`config.mk`:
```
export PLATFORM = sky130hd
export DESIGN_NAME = indexed_sequence_store_core
export DESIGN_NICKNAME = d
export VERILOG_FILES = /design/src/sv/iss_pkg.sv /design/src/sv/iss_ram.sv /design/src/sv/indexed_sequence_store_core.sv
export SDC_FILE = /design/constraint.sdc
export NUM_CORES = 1
export LEC_CHECK = 0
export BUFFER_PORTS_ARGS = -buffer_cell sky130_fd_sc_hd__buf_2
export CORE_ASPECT_RATIO = 0.5
export CORE_MARGIN = 2
export CORE_UTILIZATION = 65
export DETAILED_ROUTE_END_ITERATION = 8
export PLACE_DENSITY = 0.83
export SLEW_MARGIN = 5
export SYNTH_ARGS = -nofsm -noshare
export SYNTH_HDL_FRONTEND = slang
export SYNTH_SLANG_ARGS = --single-unit
```
`constraint.sdc`:
```
create_clock -name clk -period 7.4 [get_ports clk]
set_input_delay 0.37 -clock clk [delete_from_list [all_inputs] [get_ports clk]]
set_output_delay 0.37 -clock clk [all_outputs]
set_load 0.05 [all_outputs]
```
`src/sv/iss_pkg.sv`:
```
`default_nettype none

package iss_pkg;

    // Command codes
    localparam logic [2:0] CMD_INSERT = 3'd0;
    localparam logic [2:0] CMD_REMOVE = 3'd1;
    localparam logic [2:0] CMD_READ   = 3'd2;
    localparam logic [2:0] CMD_SEARCH = 3'd3;
    localparam logic [2:0] CMD_DUMP   = 3'd4;

    // Status codes
    localparam logic [2:0] STATUS_OK        = 3'd0;
    localparam logic [2:0] STATUS_BAD_POS   = 3'd1;
    localparam logic [2:0] STATUS_FULL      = 3'd2;
    localparam logic [2:0] STATUS_NOT_FOUND = 3'd3;
    localparam logic [2:0] STATUS_EMPTY     = 3'd4;

    localparam int WORD_W = 32;
    localparam int POS_W  = 7;

    typedef struct packed {
        logic [2:0]               command;
        logic [POS_W-1:0]         position;
        logic signed [WORD_W-1:0] value;
    } iss_request_t;

    typedef struct packed {
        logic signed [WORD_W-1:0] word;
        logic [POS_W-1:0]         found_position;
        logic [POS_W-1:0]         entry_count;
        logic [2:0]               status;
        logic                     last;
    } iss_result_t;

    typedef enum logic [3:0] {
        S_IDLE,
        S_INS_RD,
        S_INS_WR,
        S_INS_PUT,
        S_REM_RD,
        S_REM_WR,
        S_READ_OUT,
        S_SRCH_RD,
        S_SRCH_CMP,
        S_DUMP_RD,
        S_DUMP_OUT
    } iss_state_t;

endpackage

`default_nettype wire

```
`src/sv/iss_ram.sv`:
```
`default_nettype none

module iss_ram #(
    parameter int WIDTH = 32,
    parameter int DEPTH = 16
) (
    input  wire logic                     clk,
    input  wire logic                     we,
    input  wire logic [$clog2(DEPTH)-1:0] waddr,
    input  wire logic [WIDTH-1:0]         wdata,
    input  wire logic [$clog2(DEPTH)-1:0] raddr,
    output logic      [WIDTH-1:0]         rdata
);

    logic [WIDTH-1:0] mem [DEPTH];

    // Write one word, read one word with registered output
    always_ff @(posedge clk)
    begin
        if (we)
        begin
            mem[waddr] <= wdata;
        end
        rdata <= mem[raddr];
    end

endmodule

`default_nettype wire

```
`src/sv/indexed_sequence_store_core.sv`:
```
`default_nettype none

// Ordered store of up to CAPACITY signed 32-bit words, addressed by 1-based position.
// Command channel: request is transferred at a rising edge with start high and busy low.
// busy stays high while a command walks the store; no new command is taken meanwhile.
// Result channel: each result sits on result for one cycle with result_strobe high and
// is transferred at the edge that ends that cycle; the receiver cannot stall it.
// result.last marks the final result of a command.
// Work after the transfer (n = entries held, p = position): rejected commands and
// unknown codes are answered from idle; read answers after its RAM read; remove moves
// n-p entries down; insert moves n-p+1 entries up, then writes the value; search
// compares entries up to the first match, at most n; dump gives n results.
// The steps follow from the registered RAM read: every entry moved or compared takes
// a read state, then a write or compare state.
// Reset clears the entry count and the sequencer; stored words are not cleared and
// are only read below the count.
module indexed_sequence_store_core
    import iss_pkg::*;
#(
    parameter int CAPACITY = 16
) (
    input  wire logic         clk,
    input  wire logic         rst_n,
    input  wire logic         start,
    output logic              busy,
    input  wire iss_request_t request,
    output logic              result_strobe,
    output iss_result_t       result
);

    localparam int AW = $clog2(CAPACITY);
    localparam int CW = $clog2(CAPACITY + 1);

    iss_state_t state_reg, state_next;
    logic [CW-1:0] cnt_reg, cnt_next;
    logic [CW-1:0] idx_reg, idx_next;
    logic [CW-1:0] pos_reg, pos_next;
    logic signed [WORD_W-1:0] val_reg, val_next;
    iss_result_t result_reg, result_next;
    logic strobe_reg, strobe_next;

    logic              ram_we;
    logic [AW-1:0]     ram_waddr;
    logic [WORD_W-1:0] ram_wdata;
    logic [AW-1:0]     ram_raddr;
    logic [WORD_W-1:0] ram_rdata;

    logic [CW-1:0]    idx_dec;
    logic [CW-1:0]    idx_inc;
    logic [CW-1:0]    pos_dec;
    logic [POS_W-1:0] cnt_ext;
    logic [POS_W-1:0] req_pos_dec;
    logic [CW-1:0]    req_pos;
    logic             accept;

    assign idx_dec     = idx_reg - 1'b1;
    assign idx_inc     = idx_reg + 1'b1;
    assign pos_dec     = pos_reg - 1'b1;
    assign cnt_ext     = POS_W'(cnt_reg);
    assign req_pos_dec = request.position - 1'b1;
    assign req_pos     = CW'(request.position);
    assign accept      = start && (state_reg == S_IDLE);

    iss_ram #(
        .WIDTH(WORD_W),
        .DEPTH(CAPACITY)
    ) u_ram (
        .clk   (clk),
        .we    (ram_we),
        .waddr (ram_waddr),
        .wdata (ram_wdata),
        .raddr (ram_raddr),
        .rdata (ram_rdata)
    );

    // Hold control state
    always_ff @(posedge clk or negedge rst_n)
    begin
        if (!rst_n)
        begin
            state_reg  <= S_IDLE;
            cnt_reg    <= '0;
            strobe_reg <= 1'b0;
        end
        else
        begin
            state_reg  <= state_next;
            cnt_reg    <= cnt_next;
            strobe_reg <= strobe_next;
        end
    end

    // Hold working registers and the result
    always_ff @(posedge clk)
    begin
        idx_reg    <= idx_next;
        pos_reg    <= pos_next;
        val_reg    <= val_next;
        result_reg <= result_next;
    end

    // Sequence commands over the RAM
    always_comb
    begin
        state_next  = state_reg;
        cnt_next    = cnt_reg;
        idx_next    = idx_reg;
        pos_next    = pos_reg;
        val_next    = val_reg;
        result_next = result_reg;
        strobe_next = 1'b0;
        ram_we      = 1'b0;
        ram_waddr   = idx_reg[AW-1:0];
        ram_wdata   = ram_rdata;
        ram_raddr   = idx_dec[AW-1:0];

        unique case (state_reg)
            S_IDLE:
            begin
                ram_raddr = req_pos_dec[AW-1:0];
                if (accept)
                begin
                    pos_next                   = req_pos;
                    val_next                   = request.value;
                    result_next.word           = '0;
                    result_next.found_position = '0;
                    result_next.entry_count    = cnt_ext;
                    result_next.status         = STATUS_OK;
                    result_next.last           = 1'b1;
                    unique case (request.command)
                        CMD_INSERT:
                        begin
                            if (cnt_reg == CW'(CAPACITY))
                            begin
                                result_next.status = STATUS_FULL;
                                strobe_next        = 1'b1;
                            end
                            else if (request.position == '0
                                     || request.position > cnt_ext + 1'b1)
                            begin
                                result_next.status = STATUS_BAD_POS;
                                strobe_next        = 1'b1;
                            end
                            else
                            begin
                                idx_next   = cnt_reg;
                                state_next = (cnt_reg >= req_pos) ? S_INS_RD : S_INS_PUT;
                            end
                        end
                        CMD_REMOVE, CMD_READ:
                        begin
                            if (cnt_reg == '0)
                            begin
                                result_next.status = STATUS_EMPTY;
                                strobe_next        = 1'b1;
                            end
                            else if (request.position == '0 || request.position > cnt_ext)
                            begin
                                result_next.status = STATUS_BAD_POS;
                                strobe_next        = 1'b1;
                            end
                            else if (request.command == CMD_READ)
                            begin
                                state_next = S_READ_OUT;
                            end
                            else if (req_pos < cnt_reg)
                            begin
                                idx_next   = req_pos;
                                state_next = S_REM_RD;
                            end
                            else
                            begin
                                cnt_next                = cnt_reg - 1'b1;
                                result_next.entry_count = POS_W'(cnt_next);
                                strobe_next             = 1'b1;
                            end
                        end
                        CMD_SEARCH:
                        begin
                            if (cnt_reg == '0)
                            begin
                                result_next.status = STATUS_EMPTY;
                                strobe_next        = 1'b1;
                            end
                            else
                            begin
                                idx_next   = '0;
                                state_next = S_SRCH_RD;
                            end
                        end
                        CMD_DUMP:
                        begin
                            if (cnt_reg == '0)
                            begin
                                result_next.status = STATUS_EMPTY;
                                strobe_next        = 1'b1;
                            end
                            else
                            begin
                                idx_next   = cnt_reg;
                                state_next = S_DUMP_RD;
                            end
                        end
                        default:
                        begin
                            strobe_next = 1'b1;
                        end
                    endcase
                end
            end

            // Move entry idx-1 up to idx, from the top down to the position
            S_INS_RD:
            begin
                ram_raddr  = idx_dec[AW-1:0];
                state_next = S_INS_WR;
            end
            S_INS_WR:
            begin
                ram_we     = 1'b1;
                ram_waddr  = idx_reg[AW-1:0];
                ram_wdata  = ram_rdata;
                idx_next   = idx_dec;
                state_next = (idx_dec >= pos_reg) ? S_INS_RD : S_INS_PUT;
            end
            S_INS_PUT:
            begin
                ram_we                  = 1'b1;
                ram_waddr               = pos_dec[AW-1:0];
                ram_wdata               = val_reg;
                cnt_next                = cnt_reg + 1'b1;
                result_next.entry_count = POS_W'(cnt_next);
                strobe_next             = 1'b1;
                state_next              = S_IDLE;
            end

            // Move entry idx down to idx-1, from the position up to the top
            S_REM_RD:
            begin
                ram_raddr  = idx_reg[AW-1:0];
                state_next = S_REM_WR;
            end
            S_REM_WR:
            begin
                ram_we    = 1'b1;
                ram_waddr = idx_dec[AW-1:0];
                ram_wdata = ram_rdata;
                idx_next  = idx_inc;
                if (idx_inc < cnt_reg)
                begin
                    state_next = S_REM_RD;
                end
                else
                begin
                    cnt_next                = cnt_reg - 1'b1;
                    result_next.entry_count = POS_W'(cnt_next);
                    strobe_next             = 1'b1;
                    state_next              = S_IDLE;
                end
            end

            // Return the addressed entry in word
            S_READ_OUT:
            begin
                result_next.word = ram_rdata;
                strobe_next      = 1'b1;
                state_next       = S_IDLE;
            end

            // Read, then compare, one entry at a time, lowest position first
            S_SRCH_RD:
            begin
                ram_raddr  = idx_reg[AW-1:0];
                state_next = S_SRCH_CMP;
            end
            S_SRCH_CMP:
            begin
                idx_next = idx_inc;
                if (ram_rdata == val_reg)
                begin
                    result_next.found_position = POS_W'(idx_inc);
                    strobe_next                = 1'b1;
                    state_next                 = S_IDLE;
                end
                else if (idx_inc == cnt_reg)
                begin
                    result_next.status = STATUS_NOT_FOUND;
                    strobe_next        = 1'b1;
                    state_next         = S_IDLE;
                end
                else
                begin
                    state_next = S_SRCH_RD;
                end
            end

            // Emit entries from the last position down to the first
            S_DUMP_RD:
            begin
                ram_raddr  = idx_dec[AW-1:0];
                state_next = S_DUMP_OUT;
            end
            S_DUMP_OUT:
            begin
                result_next.word = ram_rdata;
                result_next.last = (idx_reg == CW'(1));
                strobe_next      = 1'b1;
                idx_next         = idx_dec;
                state_next       = (idx_reg == CW'(1)) ? S_IDLE : S_DUMP_RD;
            end

            default:
            begin
                state_next = S_IDLE;
            end
        endcase
    end

    assign busy          = (state_reg != S_IDLE);
    assign result_strobe = strobe_reg;
    assign result        = result_reg;

`ifndef SYNTH
    a_count_bound: assert property (@(posedge clk) disable iff (!rst_n)
        cnt_reg <= CW'(CAPACITY))
        else $error("entry count above capacity");

    a_transfer_progress: assert property (@(posedge clk) disable iff (!rst_n)
        start && !busy |=> busy || result_strobe)
        else $error("command transfer neither answered nor in progress");

    a_last_frees: assert property (@(posedge clk) disable iff (!rst_n)
        result_strobe && result.last |-> !busy)
        else $error("final result while still busy");

    a_partial_busy: assert property (@(posedge clk) disable iff (!rst_n)
        result_strobe && !result.last |-> busy)
        else $error("non-final result with sequencer idle");

    a_count_match: assert property (@(posedge clk) disable iff (!rst_n)
        result_strobe |-> result.entry_count == POS_W'(cnt_reg))
        else $error("reported entry count differs from held count");
`endif

endmodule

`default_nettype wire

```
## Yosys cells after proc, flatten, opt, wreduce, memory -nomap -nowiden

Memory sizes are Yosys's and may differ from the RTL's. A register that Yosys moved wholly into a read port is not among the register bits.
Cells that the tools add are included.

- Add/sub/neg operators: 7
- Eq/ne operators: 38
- Multiplexer cells: 76
- Magnitude comparators: 6
- Reductions and logical operators: 30

Operator list:

| operator | count |
|---|---|
| two-way mux 5 bit | 20 |
| case mux 32 bit (2 select lines) | 1 |
| two-way mux 50 bit | 1 |
| two-way mux 4 bit | 11 |
| case mux 4 bit (9 select lines) | 1 |
| equality test 32 bit | 1 |
| two-way mux 32 bit | 1 |
| case mux 5 bit (3 select lines) | 2 |
| inequality test 3 bit, second input constant | 8 |
| two-way mux 7 bit | 3 |
| case mux 7 bit (3 select lines) | 1 |
| case mux 5 bit (4 select lines) | 1 |
| two-way mux 3 bit | 6 |
| inequality test 2 bit, second input constant | 9 |
| equality test 4 x 3 -> 1 bit, second input constant | 4 |
| two-way mux 1 bit | 16 |
| case mux 4 bit (2 select lines) | 2 |
| case mux 4 bit (4 select lines) | 1 |
| case mux 7 bit (2 select lines) | 1 |
| equality test 4 bit, second input constant | 3 |
| OR reduction 2 bit | 6 |
| AND reduction 11 bit | 1 |
| adder 5 x 1 -> 5 bit, second input constant | 2 |
| greater-or-equal comparator 5 bit | 2 |
| 38 further kinds | 53 |

- Register bits: 102
- RAM bits: 512
- Logic and storage cells: 169
- Input bits: 45
- Memories kept: 1

Memory list:

| memory | words | bits a word | rd ports | clocked after Yosys merged registers in | write ports | RTL line | RTL |
|---|---|---|---|---|---|---|---|
| u_ram.mem | 16 | 32 | 1 | 1 | 1 | iss_ram.sv:15 | `logic [WIDTH-1:0] mem [DEPTH];` |

## Depth between registers and ports, before layout

- Depth in word-level cells: 8
- Gate-level depth with buffers: 12
- Gate-level depth less buffers: 10

## Modules after synthesis

Synthesis repeated with hierarchy kept, for this count alone.

- Cell total of the unflattened synthesis: 1459
- Area, all modules: 25933.6 um^2

By module, submodules not included:

| module | instances | area each (um^2) | sequential area each (um^2) | cells an instance |
|---|---|---|---|---|
| iss_ram | 1 | 19835.3 | 16015.4 | 838 |
| indexed_sequence_store_core | 1 | 6098.3 | 2892.8 | 621 |

## Worst setup path before layout

OpenSTA, ideal clock, no wires.

- Path type: reg-to-reg
- Start point: register state_reg[1]
- End point: memory u_ram.mem[11][0], enable pin
- Arrival time: 3.248 ns
- Stages on the path, launching flop included: 10
- Required time: 6.979 ns
- Path slack: 3.731 ns
- Cell sequence: dfrtp_1 buf_2 clkbuf_1 clkbuf_1 nand2_1 nor2_1 nand2_1 a21oi_1 nand2_1 nor2_1

- Word-level cells in the longest chain between the ends: 5

Ends and longest elaborated chain:

| element | RTL line | RTL |
|---|---|---|
| start: declaration | indexed_sequence_store_core.sv:34 | `iss_state_t state_reg, state_next;` |
| start signal: assignment | indexed_sequence_store_core.sv:87 | `state_reg <= state_next;` |
| equality test 4 x 3 -> 1 bit or equality test 4 x 2 -> 1 bit (tied branches) | indexed_sequence_store_core.sv:117 | `unique case (state_reg)` |
| OR reduction 3 bit (no line) | -- |  |
| two-way mux 1 bit | indexed_sequence_store_core.sv:117 |  |
| two-way mux 1 bit | iss_ram.sv:20 | `if (we)` |
| two-way mux 1 bit (not written as such) | iss_ram.sv:22 | `mem[waddr] <= wdata;` |
| end: declaration | iss_ram.sv:15 |  |

Parallel ways exist; a longest one is shown, timed or not.

## Final worst setup path

- Start point: register state_reg[1]
- End point: memory u_ram.mem[0][13], enable pin

The elaborated chain is that of the path after synthesis.

==> metrics.cfg <==
[clocking]
hold_buffers=33
clk_pin_slew_ns=0.06
post_cts_resized=0
cts_tree=yes
postCtsSetupRepairBufs=0
clockBufferDepth=3
cts_root_buf=clkbuf_16
cts.sinks=642
insertion_delay_ns=0.62
numCtsBuffers=52
cts-htree-levels=2

[final_layout]
syn_to_final_growth_pct=12.39
nNetsFinal=1688
insertedDiodeCount=0
drive_above_1_share=0.2120
final_cells=2190
final_core_util=0.7456
design_area_um2=29210
largest_register_ffs=512
n_fill_cell=2035

[floorplan]
core_um2=39180
start_util=0.6634
dieArea_um2=41700
ioPinCount=97
die_x_um=286.8
rows=51
die_h_um=145.4

[worst_setup_path]
path_cells=nand2_1 > nor3_2 > buf_4 > nor2_1 > a221oi_1 > nand2_1 > nor2_4 > buf_4
reg2reg_to=u_ram.mem[0][13]
critPathMaxFanout=38
end_kind=flop
cp.buffers_inverters=2
startpoint_type=flop
r2r-start=state_reg[1]
path_depth=8
reg2reg_slack_ns=3.04
cp.arrival_ns=4.62
critPathKind=reg -> reg
crit_family=simple AND/OR/NAND/NOR gates
slowest_stage=dfrtp_1
max_stage_delay_ns=0.87
reg2reg_depth=8
required_ns=7.66

[sta]
fin_setup_tns_ns=0
max-slew-margin-rel=0.1690
fmax_ghz=0.2292
tightest_slew_ns=1.244
rsz0062_at_grt=no
fin_skew_ns=0.03007
hold_viol=0
drv_slew=0
finalCritPeriodShare=0.5895
period_needed_ns=4.362
setup_violations=0

[synth]
synth_async_sr_flop_share=0.01558
yosysUniqueCellTypes=67
yosysTopAreaCellShare=0.6932
synth_edf_count=600
seq_area_frac_synth=0.7275
yosysWarningCount=0
synth_seq_cells=642
syn_area_um2=25990
synthesis.instances=1499
avgSynthCellArea_um2=17.34
yosysMostFrequentCell=edfxtp_1
synth_area_leader_cell=edfxtp_1
ys_top_cells_by_area=edfxtp_1 69%, mux4_2 11%, nand2_1 2.5%, dfxtp_1 2.5%, a22oi_1 2.1%
synth_top_flop_cell=edfxtp_1
synth.top_cells.by_count=600 x edfxtp_1, 176 x nand2_1, 128 x mux4_2

[worst_hold_path]
hp-class=in -> reg
hp-start=request[32]
min_to=pos_reg[0]
holdPathStages=1

[global_routing]
grt_max_degree=86
grt_pass1_vias=15490
grtUsageTotal=0.3300
grt_pass1_wl_mm=100.6
antenna_found_initial=0
overflow=0

[route]
drc_errors=0
via_per_inst=7.089
vias=15530
dr.pass1.iters=5
drt_iter0_drc=2177
routed_wl_mm=67.47
wl_per_cell_um=30.81
antenna_left=0

[power_and_ir_drop]
cellLeakagePower_nw=9.894
total_power_mw=14.58
p_per_area_nw_per_um2=499.0
ir_drop_mv=0.5111

[outcome]
outcome=finished clean

[place]
hpwl_mm=34.89
place_area_um2=27060
port_buffers=92
dpl.cell_count=2059
routabilityCongestion=0.8937

[flow_run]
cap_violations=0

## cell usage in the layout (no fill, tap or decap), types with 4 or more instances in the layout
master,synthesis,routed
dlygate4sd3_1,0,33
a21oi_1,34,33
nor2_4,0,20
nand3_1,15,15
o21ai_0,17,17
ha_1,26,26
nand2_1,176,176
xor2_1,36,36
bufinv_16,0,5
o31a_1,4,4
clkbuf_8,0,12
edfxtp_1,600,600
conb_1,1,4
clkinv_2,0,4
nand2b_1,6,6
o211ai_1,5,5
buf_2,10,92
o21bai_1,4,4
and3_1,6,6
clkbuf_1,47,12
nor2_1,55,35
xnor2_1,19,19
or2_2,5,5
and2_1,35,35
nor3_1,15,14
nor4_1,9,9
a31oi_1,4,4
a22oi_1,71,71
o22ai_1,9,9
clkbuf_16,0,52
clkinv_1,0,5
buf_4,12,15
o21ai_1,5,5
dfrtp_1,10,10
inv_1,25,24
dfxtp_1,32,32
nor2b_1,4,4
mux4_2,128,128
or3_1,4,4
## routing by layer
layer	share of wire	global-route usage
met5	0	0
met2	0.49	0.5360
met1	0.34	0.4404
met3	0.12	0.07116
met4	0.050	0.1435
## report_power, final
group	internal, mW	total (mW)	switching, mW
Combinational	2.15	6.01	3.86
Sequential	5.20	5.63	0.430
Clock	1.61	2.95	1.34
Total	8.95	14.6	5.62
## worst max path at each step
stage,start,endpoint,slack (ns)
2_1_floorplan,state_reg[1],u_ram.mem[11][0],3.73
4_1_cts,state_reg[1],u_ram.mem[3][12],3.11
6_report,state_reg[1],u_ram.mem[0][13],3.04
3_3_place_gp,state_reg[1],u_ram.mem[3][14],3.40
5_1_grt,state_reg[1],u_ram.mem[9][5],2.92
3_5_place_dp,state_reg[1],u_ram.mem[3][17],3.18
## worst reg2reg max path, delay by kind of cell (launching register included)
| family | cells | cell delay (ns) |
|---|---|---|
| simple gates | 5 | 1.60 |
| compound gates | 1 | 0.52 |
| buf+inv | 2 | 1.00 |
| flops | 1 | 0.87 |
## per-stage QoR
step                hold slack (ns)  setup slack (ns)
floorplan                   0.07441             3.731
global placement             0.2600             3.395
detailed placement           0.2674             3.180
CTS                         0.05172             3.106
global route                0.05256             2.922
finish                      0.07191             3.038
## cell type report
class,instances,area [um^2],share of cell area
flip-flops and latches,642,18910,0.6473
multi-input cells,752,6795,0.2326
clock buffers,76,1511,0.05174
repair buffers,142,950.9,0.03255
well taps,530,663.1,0.02270
clock inverters,21,281.5,0.009637
inverters,27,101.3,0.003469
## cells by family (layout without fill, tap and decap cells)
| family | after synthesis | count (layout) | synth area share |
|---|---|---|---|
| DFF | 642 | 642 | 0.7275 |
| xor gates and xnor gates | 55 | 55 | 0.01853 |
| and+or+nand+nor | 350 | 350 | 0.06205 |
| other | 1 | 4 | 0.0001443 |
| buffers and inverters | 108 | 266 | 0.01810 |
| muxes | 129 | 129 | 0.1113 |
| adders and majority gates | 26 | 26 | 0.01252 |
| AOI/OAI and AO/OA | 188 | 188 | 0.04987 |
Power figures use the tool's default switching activity.
